## src/hw/rtl/mdfm_pkg.sv

```systemverilog
// Shared types and constants for the motor drive fault monitor.
package mdfm_pkg;

    localparam int NDET       = 11;
    localparam int CNT_W      = 6;
    localparam int DET_W      = 4;
    localparam int RISK_SLOTS = 16;

    // Detector slots in the counter file
    localparam logic [DET_W-1:0] DET_CURR_LOW  = 4'd0;
    localparam logic [DET_W-1:0] DET_CURR_AVG  = 4'd1;
    localparam logic [DET_W-1:0] DET_CURR_PEAK = 4'd2;
    localparam logic [DET_W-1:0] DET_STAT_LOW  = 4'd3;
    localparam logic [DET_W-1:0] DET_STAT_HIGH = 4'd4;
    localparam logic [DET_W-1:0] DET_ERR       = 4'd5;
    localparam logic [DET_W-1:0] DET_BRD_LOW   = 4'd6;
    localparam logic [DET_W-1:0] DET_BRD_HIGH  = 4'd7;
    localparam logic [DET_W-1:0] DET_PH_U      = 4'd8;
    localparam logic [DET_W-1:0] DET_PH_V      = 4'd9;
    localparam logic [DET_W-1:0] DET_PH_W      = 4'd10;

    // Register indexes
    localparam logic [1:0] REG_CLASS   = 2'd0;
    localparam logic [1:0] REG_PHASE   = 2'd1;
    localparam logic [1:0] REG_TSENSOR = 2'd2;

    localparam logic [15:0] STAT_LOW_LIM  = 16'd1280;
    localparam logic [15:0] STAT_HIGH_LIM = 16'd1600;
    localparam logic [15:0] BRD_LOW_LIM   = 16'd1440;
    localparam logic [15:0] BRD_HIGH_LIM  = 16'd1600;
    localparam logic [15:0] ERR_LIM       = 16'd357;
    localparam logic [15:0] TASK_LIM      = 16'd800;

    // One debounce request to the shared step unit
    typedef struct packed {
        logic             en;
        logic [DET_W-1:0] det;
        logic             hit;
        logic [CNT_W-1:0] trip_n;
        logic [CNT_W-1:0] clear_n;
        logic [3:0]       bit_idx;
    } deb_req_t;

    // class group: 0 abductor, 1 rotator, 2 flexion, 3 ankle
    function automatic logic [2:0] group_of(input logic [3:0] c);
        logic [2:0] g;
        g = 3'b100;
        if (c == 4'd2 || c == 4'd3) g = 3'd0;
        else if (c == 4'd4 || c == 4'd5) g = 3'd1;
        else if (c >= 4'd6 && c <= 4'd9) g = 3'd2;
        else if (c >= 4'd10 && c <= 4'd13) g = 3'd3;
        return g;
    endfunction

    function automatic logic [15:0] cont_q88(input logic [1:0] g);
        logic [15:0] v;
        case (g)
            2'd0: v = 16'd1792;
            2'd1: v = 16'd1536;
            2'd2: v = 16'd12800;
            default: v = 16'd2048;
        endcase
        return v;
    endfunction

    function automatic logic [15:0] peak_q88(input logic [1:0] g);
        logic [15:0] v;
        case (g)
            2'd0: v = 16'd2688;
            2'd1: v = 16'd2304;
            2'd2: v = 16'd19200;
            default: v = 16'd3072;
        endcase
        return v;
    endfunction

    function automatic logic [11:0] cont_sq(input logic [1:0] g);
        logic [11:0] v;
        case (g)
            2'd0: v = 12'd49;
            2'd1: v = 12'd36;
            2'd2: v = 12'd2500;
            default: v = 12'd64;
        endcase
        return v;
    endfunction

    function automatic logic [15:0] mag16(input logic signed [15:0] x);
        return x[15] ? 16'(-x) : 16'(x);
    endfunction

endpackage

```

## src/hw/rtl/mdfm_avg.sv

```systemverilog
// Iterative unit for the squared-current and limit moving averages.
module mdfm_avg
(
    input  logic        clk,
    input  logic        rst_n,
    input  logic        start,
    input  logic [15:0] amc,
    input  logic        lim_en,
    input  logic [11:0] lim_sq,
    output logic        done,
    output logic [15:0] avg_cur,
    output logic [15:0] avg_lim
);
    import mdfm_pkg::*;

    localparam logic [2:0] A_IDLE = 3'd0;
    localparam logic [2:0] A_SQ   = 3'd1;
    localparam logic [2:0] A_M99  = 3'd2;
    localparam logic [2:0] A_RCP  = 3'd3;
    localparam logic [2:0] A_LSQ  = 3'd4;
    localparam logic [2:0] A_LRCP = 3'd5;

    // floor(n / 100) = (n * RECIP_100) >> 28, exact for n below 2^21
    localparam logic [21:0] RECIP_100 = 22'd2684355;
    localparam logic [21:0] K99       = 22'd99;

    logic [2:0]  st_reg, st_next;
    logic [15:0] cur_reg, cur_next;
    logic [15:0] lim_reg, lim_next;
    logic [15:0] amc_reg, amc_next;
    logic [31:0] sq_reg, sq_next;
    logic [20:0] acc_reg, acc_next;
    logic        len_reg, len_next;
    logic [11:0] lsq_reg, lsq_next;
    logic [31:0] mul_a;
    logic [21:0] mul_b;
    logic [53:0] prod;
    logic        fin;

    // the one multiplier, shared by every step
    assign prod = 54'(mul_a) * 54'(mul_b);

    always_comb
    begin
        st_next  = st_reg;
        cur_next = cur_reg;
        lim_next = lim_reg;
        amc_next = amc_reg;
        sq_next  = sq_reg;
        acc_next = acc_reg;
        len_next = len_reg;
        lsq_next = lsq_reg;
        mul_a    = '0;
        mul_b    = '0;
        fin      = 1'b0;
        unique case (st_reg)
            A_IDLE:
            begin
                if (start)
                begin
                    amc_next = amc;
                    len_next = lim_en;
                    lsq_next = lim_sq;
                    st_next  = A_SQ;
                end
            end
            A_SQ:
            begin
                mul_a   = 32'(amc_reg);
                mul_b   = 22'(amc_reg);
                sq_next = prod[31:0];
                st_next = A_M99;
            end
            A_M99:
            begin
                // avg*65536 has zero low bits, so dividing by 65536 first is exact
                mul_a    = sq_reg;
                mul_b    = K99;
                acc_next = 21'(cur_reg) + prod[36:16];
                st_next  = A_RCP;
            end
            A_RCP:
            begin
                mul_a    = 32'(acc_reg);
                mul_b    = RECIP_100;
                cur_next = prod[43:28];
                st_next  = A_LSQ;
            end
            A_LSQ:
            begin
                if (len_reg)
                begin
                    mul_a    = 32'(lsq_reg);
                    mul_b    = K99;
                    acc_next = 21'(lim_reg) + prod[20:0];
                    st_next  = A_LRCP;
                end
                else
                begin
                    st_next = A_IDLE;
                    fin     = 1'b1;
                end
            end
            A_LRCP:
            begin
                mul_a    = 32'(acc_reg);
                mul_b    = RECIP_100;
                lim_next = prod[43:28];
                st_next  = A_IDLE;
                fin      = 1'b1;
            end
            default: st_next = A_IDLE;
        endcase
    end

    always_ff @(posedge clk or negedge rst_n)
    begin
        if (!rst_n)
        begin
            st_reg  <= A_IDLE;
            cur_reg <= '0;
            lim_reg <= '0;
        end
        else
        begin
            st_reg  <= st_next;
            cur_reg <= cur_next;
            lim_reg <= lim_next;
        end
    end

    always_ff @(posedge clk)
    begin
        amc_reg <= amc_next;
        sq_reg  <= sq_next;
        acc_reg <= acc_next;
        len_reg <= len_next;
        lsq_reg <= lsq_next;
    end

    assign done    = fin;
    assign avg_cur = cur_next;
    assign avg_lim = lim_next;
endmodule

```

## src/hw/rtl/mdfm_deb.sv

```systemverilog
// Shared debounce step over the trip/clear counter file and the risk flags.
module mdfm_deb
(
    input  logic              clk,
    input  logic              rst_n,
    input  mdfm_pkg::deb_req_t req,
    input  logic              direct_en,
    input  logic [15:0]       direct_mask,
    input  logic [15:0]       direct_val,
    output logic [15:0]       flags
);
    import mdfm_pkg::*;

    logic [CNT_W-1:0] trip_reg [NDET];
    logic [CNT_W-1:0] clr_reg [NDET];
    logic [15:0]      flags_reg;
    logic [CNT_W-1:0] t_new, c_new;
    logic [3:0]       d;

    assign d = req.det;

    always_comb
    begin
        if (req.hit)
        begin
            t_new = trip_reg[d] + 1'b1;
            c_new = '0;
        end
        else
        begin
            t_new = '0;
            c_new = clr_reg[d] + 1'b1;
        end
    end

    always_ff @(posedge clk or negedge rst_n)
    begin
        if (!rst_n)
        begin
            flags_reg <= '0;
            for (int i = 0; i < NDET; i++)
            begin
                trip_reg[i] <= '0;
                clr_reg[i]  <= '0;
            end
        end
        else if (req.en)
        begin
            trip_reg[d] <= (t_new > req.trip_n) ? '0 : t_new;
            clr_reg[d]  <= (c_new > req.clear_n) ? '0 : c_new;
            if (t_new > req.trip_n)
                flags_reg[req.bit_idx] <= 1'b1;
            if (c_new > req.clear_n)
                flags_reg[req.bit_idx] <= 1'b0;
        end
        else if (direct_en)
            flags_reg <= (flags_reg & ~direct_mask) | (direct_val & direct_mask);
    end

    assign flags = flags_reg;

    a_one_fire: assert property (@(posedge clk) disable iff (!rst_n)
        req.en |-> !(t_new > req.trip_n && c_new > req.clear_n))
        else $error("trip and clear fired together");
    a_det_range: assert property (@(posedge clk) disable iff (!rst_n)
        req.en |-> req.det < 4'(NDET))
        else $error("detector slot out of range");
    a_excl: assert property (@(posedge clk) disable iff (!rst_n)
        !(req.en && direct_en))
        else $error("counter step and direct write together");
endmodule

```

## src/hw/rtl/motor_drive_fault_monitor.sv

```systemverilog
// Top level of the motor drive fault monitor: sequencer, registers, handshakes.
// One tick of drive measurements goes in per transfer and one risk word comes out.
// A tick passes through these steps from its transfer to the next possible one: the
// moving-average unit runs the square, the 0.99 weighting and both divisions by 100
// through one shared multiplier (the limit average is skipped for an unlisted class);
// a sequencer then walks the eleven debounce detectors and the two direct bits through
// one shared counter step, one step per detector and one for the direct bits; the
// output register is loaded; and the block returns to idle. in_ready is low while a
// tick is at work; the result waits in the output register so the next tick can be
// accepted before it is taken, and a new result is held back until it is.
module motor_drive_fault_monitor
(
    input  logic                            clk,
    input  logic                            rst_n,
    input  logic                            in_valid,
    output logic                            in_ready,
    input  logic signed [15:0]              motor_current,
    input  logic signed [11:0]              stator_temp,
    input  logic signed [11:0]              board_temp,
    input  logic signed [15:0]              phase_u_current,
    input  logic signed [15:0]              phase_v_current,
    input  logic signed [15:0]              phase_w_current,
    input  logic signed [15:0]              position_error,
    input  logic [15:0]                     low_task_time,
    input  logic [15:0]                     mid_task_time,
    input  logic                            hall_fault,
    output logic                            out_valid,
    input  logic                            out_ready,
    output logic [mdfm_pkg::RISK_SLOTS-1:0] risk_word,
    output logic                            shutdown_request,
    input  logic                            psel,
    input  logic                            penable,
    input  logic                            pwrite,
    input  logic [3:0]                      paddr,
    input  logic [31:0]                     pwdata,
    output logic [31:0]                     prdata,
    output logic                            pready
);
    import mdfm_pkg::*;

    localparam logic [1:0] S_IDLE = 2'd0;
    localparam logic [1:0] S_AVG  = 2'd1;
    localparam logic [1:0] S_DEB  = 2'd2;
    localparam logic [1:0] S_OUT  = 2'd3;

    logic [1:0]  st_reg;
    logic [3:0]  step_reg;
    logic [3:0]  cls_reg;
    logic [14:0] ptl_reg;
    logic        tsp_reg;

    logic [15:0] amc_reg, st_reg_v, bt_reg, pu_reg, pv_reg, pw_reg, pe_reg;
    logic        ovr_reg, hall_reg;
    logic        ov_reg;
    logic [RISK_SLOTS-1:0] rw_reg;

    logic [2:0]  grp;
    logic        gval;
    logic        avg_done;
    logic [15:0] avg_cur, avg_lim;
    logic [15:0] cur_q, lim_q;
    deb_req_t    req;
    logic        dir_en;
    logic [15:0] dir_mask, dir_val, flags;
    logic [1:0]  cfg_idx;

    assign grp  = group_of(cls_reg);
    assign gval = !grp[2];
    assign in_ready = (st_reg == S_IDLE);
    assign pready = 1'b1;
    assign cfg_idx = paddr[3:2];

    always_comb
    begin
        unique case (cfg_idx)
            REG_CLASS:   prdata = {28'h0, cls_reg};
            REG_PHASE:   prdata = {17'h0, ptl_reg};
            REG_TSENSOR: prdata = {31'h0, tsp_reg};
            default:     prdata = '0;
        endcase
    end

    always_ff @(posedge clk or negedge rst_n)
    begin
        if (!rst_n)
        begin
            cls_reg <= '0;
            ptl_reg <= 15'h7fff;
            tsp_reg <= 1'b1;
        end
        else if (psel && penable && pwrite)
        begin
            unique case (cfg_idx)
                REG_CLASS:   cls_reg <= pwdata[3:0];
                REG_PHASE:   ptl_reg <= pwdata[14:0];
                REG_TSENSOR: tsp_reg <= pwdata[0];
                default: ;
            endcase
        end
    end

    mdfm_avg u_avg
    (
        .clk     (clk),
        .rst_n   (rst_n),
        .start   (in_valid && in_ready),
        .amc     (mag16(motor_current)),
        .lim_en  (gval),
        .lim_sq  (cont_sq(grp[1:0])),
        .done    (avg_done),
        .avg_cur (avg_cur),
        .avg_lim (avg_lim)
    );

    always_ff @(posedge clk)
    begin
        if (avg_done)
        begin
            cur_q <= avg_cur;
            lim_q <= avg_lim;
        end
        if (in_valid && in_ready)
        begin
            amc_reg  <= mag16(motor_current);
            st_reg_v <= {{4{stator_temp[11]}}, stator_temp};
            bt_reg   <= {{4{board_temp[11]}}, board_temp};
            pu_reg   <= mag16(phase_u_current);
            pv_reg   <= mag16(phase_v_current);
            pw_reg   <= mag16(phase_w_current);
            pe_reg   <= mag16(position_error);
            ovr_reg  <= (low_task_time > TASK_LIM) || (mid_task_time > TASK_LIM);
            hall_reg <= hall_fault;
        end
    end

    // Debounce schedule, one detector per step (step 5 writes the two direct bits), in the order of the risk list
    always_comb
    begin
        req = '0;
        dir_en = 1'b0;
        dir_mask = '0;
        dir_val = '0;
        if (st_reg == S_DEB)
        begin
            case (step_reg)
                4'd0:
                begin
                    req = '{gval, DET_CURR_LOW, amc_reg > cont_q88(grp[1:0]),
                            6'd30, 6'd30, 4'd0};
                end
                4'd1: req = '{1'b1, DET_CURR_AVG, cur_q > lim_q, 6'd30, 6'd30, 4'd1};
                4'd2:
                begin
                    req = '{gval, DET_CURR_PEAK, amc_reg > peak_q88(grp[1:0]),
                            6'd3, 6'd30, 4'd2};
                end
                4'd3:
                begin
                    req = '{tsp_reg, DET_STAT_LOW, $signed(st_reg_v) > $signed(STAT_LOW_LIM),
                            6'd10, 6'd30, 4'd4};
                end
                4'd4:
                begin
                    req = '{tsp_reg, DET_STAT_HIGH,
                            $signed(st_reg_v) > $signed(STAT_HIGH_LIM), 6'd10, 6'd50, 4'd5};
                end
                4'd5:
                begin
                    dir_en = 1'b1;
                    dir_mask = 16'h1040;
                    dir_val = {3'b0, hall_reg, 5'b0, ovr_reg, 6'b0};
                end
                4'd6:
                begin
                    req = '{grp == 3'd2, DET_ERR, pe_reg > ERR_LIM, 6'd30, 6'd30, 4'd7};
                end
                4'd7:
                begin
                    req = '{1'b1, DET_BRD_LOW, $signed(bt_reg) > $signed(BRD_LOW_LIM),
                            6'd10, 6'd30, 4'd13};
                end
                4'd8:
                begin
                    req = '{1'b1, DET_BRD_HIGH, $signed(bt_reg) > $signed(BRD_HIGH_LIM),
                            6'd10, 6'd30, 4'd14};
                end
                4'd9:  req = '{1'b1, DET_PH_U, pu_reg > {1'b0, ptl_reg}, 6'd3, 6'd3, 4'd15};
                4'd10: req = '{1'b1, DET_PH_V, pv_reg > {1'b0, ptl_reg}, 6'd3, 6'd3, 4'd15};
                4'd11: req = '{1'b1, DET_PH_W, pw_reg > {1'b0, ptl_reg}, 6'd3, 6'd3, 4'd15};
                default: ;
            endcase
        end
    end

    mdfm_deb u_deb
    (
        .clk         (clk),
        .rst_n       (rst_n),
        .req         (req),
        .direct_en   (dir_en),
        .direct_mask (dir_mask),
        .direct_val  (dir_val),
        .flags       (flags)
    );

    always_ff @(posedge clk or negedge rst_n)
    begin
        if (!rst_n)
        begin
            st_reg   <= S_IDLE;
            step_reg <= '0;
            ov_reg   <= 1'b0;
        end
        else
        begin
            if (st_reg == S_OUT && (!ov_reg || out_ready))
                ov_reg <= 1'b1;
            else if (out_valid && out_ready)
                ov_reg <= 1'b0;
            unique case (st_reg)
                S_IDLE: if (in_valid) st_reg <= S_AVG;
                S_AVG:
                begin
                    step_reg <= '0;
                    if (avg_done) st_reg <= S_DEB;
                end
                S_DEB:
                begin
                    step_reg <= step_reg + 4'd1;
                    if (step_reg == 4'd11) st_reg <= S_OUT;
                end
                S_OUT:
                begin
                    if (!ov_reg || out_ready)
                        st_reg <= S_IDLE;
                end
                default: st_reg <= S_IDLE;
            endcase
        end
    end

    always_ff @(posedge clk)
    begin
        if (st_reg == S_OUT && (!ov_reg || out_ready))
            rw_reg <= flags;
    end

    assign out_valid        = ov_reg;
    assign risk_word        = rw_reg;
    assign shutdown_request = rw_reg[15];

    a_ready_idle: assert property (@(posedge clk) disable iff (!rst_n)
        in_ready |-> st_reg == S_IDLE)
        else $error("ready outside idle");
    a_out_hold: assert property (@(posedge clk) disable iff (!rst_n)
        (out_valid && !out_ready) |=> out_valid && $stable(risk_word))
        else $error("result lost while stalled");
    a_shutdown: assert property (@(posedge clk) disable iff (!rst_n)
        out_valid |-> shutdown_request == risk_word[15])
        else $error("shutdown bit mismatch");
endmodule

```

## config.mk

```make
export PLATFORM = sky130hd
export DESIGN_NAME = motor_drive_fault_monitor
export DESIGN_NICKNAME = d
export VERILOG_FILES = /design/src/hw/rtl/mdfm_pkg.sv /design/src/hw/rtl/mdfm_avg.sv /design/src/hw/rtl/mdfm_deb.sv /design/src/hw/rtl/motor_drive_fault_monitor.sv
export SDC_FILE = /design/constraint.sdc
export NUM_CORES = 2
export LEC_CHECK = 0
export ABC_AREA = 1
export BUFFER_PORTS_ARGS = -buffer_cell sky130_fd_sc_hd__buf_2
export CORE_ASPECT_RATIO = 0.6
export CORE_MARGIN = 4
export CORE_UTILIZATION = 40
export DETAILED_ROUTE_END_ITERATION = 10
export PLACE_DENSITY_LB_ADDON = 0.08
export SYNTH_ARGS = -nofsm -noshare
export SYNTH_HDL_FRONTEND = slang
export SYNTH_HIERARCHICAL = 1
export SYNTH_SLANG_ARGS = --single-unit
```

## constraint.sdc

```tcl
create_clock -name clk -period 14 [get_ports clk]
set_clock_uncertainty 0.1 [all_clocks]
set_input_delay 1.4 -clock clk [delete_from_list [all_inputs] [get_ports clk]]
set_output_delay 1.4 -clock clk [all_outputs]
set_load 0.02 [all_outputs]
```

==> summary.md <==
| Metric | Value |
|---|---|
| Synth area leaders | `fa_1 (22%), edfxtp_1 (17%), dfrtp_1 (12%)` |
| Hold crit path type | `flip-flop to flip-flop` |
| R2R Path Start | `u_avg/st_reg[0]` |
| Area fraction of the dominant cell type after synthesis | `21.9%` |
| Post-DRT Antenna Nets | `0` |
| Status | `finished, final reports clean` |
| Final setup vio count | `0` |
| Count leader, synth | `nand2_1` |
| CP max stage delay | `730 ps` |
| Rel. slew slack | `27.9%` |
| Layout cells sized above 1 | `8.13%` |
| Synthesis Warnings | `6` |
| Post-synth EDFFs | `235` |
| Start point of the critical path | `u_avg/st_reg[0]` |
| Post-route minimum period | `11710 ps` |
| Initial Utilization | `40.4%` |
| Setup CP Type | `flip-flop to flip-flop` |
| GRT Resource Usage Total | `24.5%` |
| Count of final hold-check violations | `0` |
| RSZ-0062 raised after global routing | `no` |
| Core area | `0.103 sq mm` |
| H-tree level count | `2` |
| Most frequent cells after synthesis | `nand2_1 (1180), inv_1 (968), fa_1 (456)` |
| Dominant synthesized flop cell | `edfxtp_1` |
| Asr flop ratio synth | `47.2%` |
| CP Data Arrival Time | `11940 ps` |
| Synthesized flop and latch total | `445` |
| GRT overflow | `0` |
| Via-per-instance ratio | `4.92` |
| Initial antenna violation count | `7` |
| DIE AREA | `0.110 sq mm` |
| Worst-Skew Late Latency | `590 ps` |
| GPL Wtd Cong | `0.979` |
| Area growth syn-to-layout | `11.6%` |
| Mapped cell area | `0.0417 sq mm` |
| DRC | `0` |
| Max-cap viol count | `0` |
| DRT Pass-1 Iters | `5` |
| Cell variety after synth | `62` |
| Clk sink count | `445` |
| Max layer used | `met4` |
| Sequential area share after synthesis | `29.6%` |
| Crit-path max FO | `19` |
| Fin. max-slew vios | `0` |
| Port bufs | `194` |
| Final worst path period share | `83.7%` |
| Num CTS Buffers | `44` |
| Crit-path most repeated cell | `fa_1` |
| Vias | `32900` |
| Path depth of the worst reg2reg path | `38` |
| First-pass GRT wire length | `202000 microns` |
| RR Endpoint | `u_avg/acc_reg[18]` |
| Final setup TNS | `0 ps` |
| R2r setup slk | `2290 ps` |
| Avg Inst Size Synth | `8.52 sq um` |
| Largest net degree at the start of global routing | `88` |
| Startpoint types | `flip-flop` |
| Post-cts sizing count | `0` |
| Number of global-route vias before repair | `31600` |
| CP required | `14220 ps` |
| Metal3 WL | `14700 microns` |
| Standard-cell row count | `91` |
| Crit-path slowest cell | `clkinv_1` |
| Die Ht | `258 microns` |
| Post-CTS Setup Bufs | `0` |
| Met1 wire length | `71300 microns` |
| Die W | `425 microns` |
| Ports | `232` |
| Reg clk slew, reported paths | `70 ps` |
| Cts hold-fix bufs | `0` |
| Achievable Freq | `0.0854 GHz` |
| Worst setup endpoint | `u_avg/acc_reg[18]` |
| Drt first-iter violations | `3149` |
| Final Routed Wirelength | `134000 microns` |
| Clock root cell | `clkbuf_16` |
| Clk buf depth | `3` |
| TritonCTS clock tree | `yes` |
| Biggest area consumer among synthesized cells | `fa_1` |
| WL met2 | `46500 microns` |
| CP endpoint kind | `flip-flop` |
| Wire per inst | `20.0 microns` |
| Hold WS | `346 ps` |
| Cell count after synthesis | `4896` |
| Nets | `6213` |
| DP Wirelength | `109000 microns` |
| Worst Tran Pin Value | `1080 ps` |
cell usage in the layout, fill, tap and decap left out, types with 8 or more instances in the layout:
master     count
clkinv_2       8
a22oi_1       15
o211ai_1      18
o21bai_1      16
o21ai_1       15
edfxtp_1     235
a21oi_1      179
nand4_1       64
dfrtp_1      194
nand2_1     1180
buf_4         49
inv_2         13
clkbuf_1       8
nor2_1       385
fa_1         456
nand3_1      168
clkbuf_16     46
ha_1         322
or2_2         10
nor3_1        29
xor2_1        70
a31oi_1        8
o22ai_1        8
clkinv_1       8
nor3_2         8
dfstp_2       16
o21ai_0      205
buf_2        193
a21o_1         9
conb_1       203
nor2_2        26
nand2_2       10
inv_1        967
bufinv_16      8
nor4_1        11
and2_1         8
xnor2_1       36
stage by stage:
stage	instance area [sq um]	utilization (%)	setup slack, ps	std cells
after detailed placement	45000	43.6	2820	6604
final	46500	45.1	2290	6688
after floorplan	42500	-	5340	5095
after CTS	46500	45.1	2780	6685
after global placement	45000	43.6	2930	6604
after global routing	46500	45.1	1930	6685
metal layers:
| metal | track usage, % | vias up |
|---|---|---|
| met4 | 2.24 | 0 |
| li1 | - | 15700 |
| met1 | 42.1 | 16000 |
| met2 | 29.1 | 1140 |
| met3 | 7.95 | 79 |
| met5 | 0 | - |
cell families after synthesis:
group | synth area share (%)
other | 0.0360
AND/OR/NAND/NOR | 19.0
AO/OA/AOI/OAI | 7.01
buffers and inverters | 10.4
flip-flops | 29.6
XOR/XNOR | 2.42
adder cells (fa/ha/maj) | 31.5
layout make-up:
type                            instances  area, sq um
Antenna cell                            3         7.51
Clock buffer                           55         1190
Clock inverter                         26          363
Fill cell                           10300        56600
Inverter                              988         3710
Multi-Input combinational cell       3533        25800
Sequential cell                       445        12300
Tap cell                             1395         1750
Timing Repair Buffer                  243         1350
worst max-delay path, delay by kind of cell, from the launching register on:
kind,cells,cell delay [ps]
buffers and inverters,7,1530
and+or+nand+nor,15,2350
adders and majority gates,10,4590
xor gates and xnor gates,1,480
DFF,1,420
AOI/OAI and AO/OA,5,1930
worst min path at each step:
stage	endpoint	depth (start not counted)
2_1_floorplan	risk_word[0]	0
3_3_place_gp	risk_word[7]	0
4_1_cts	risk_word[15]	0
5_1_grt	risk_word[15]	0
3_5_place_dp	risk_word[3]	0
6_report	risk_word[15]	0
Power is not shown: default switching activity piles up to over one toggle a cycle in this logic, so the estimate is an artifact.
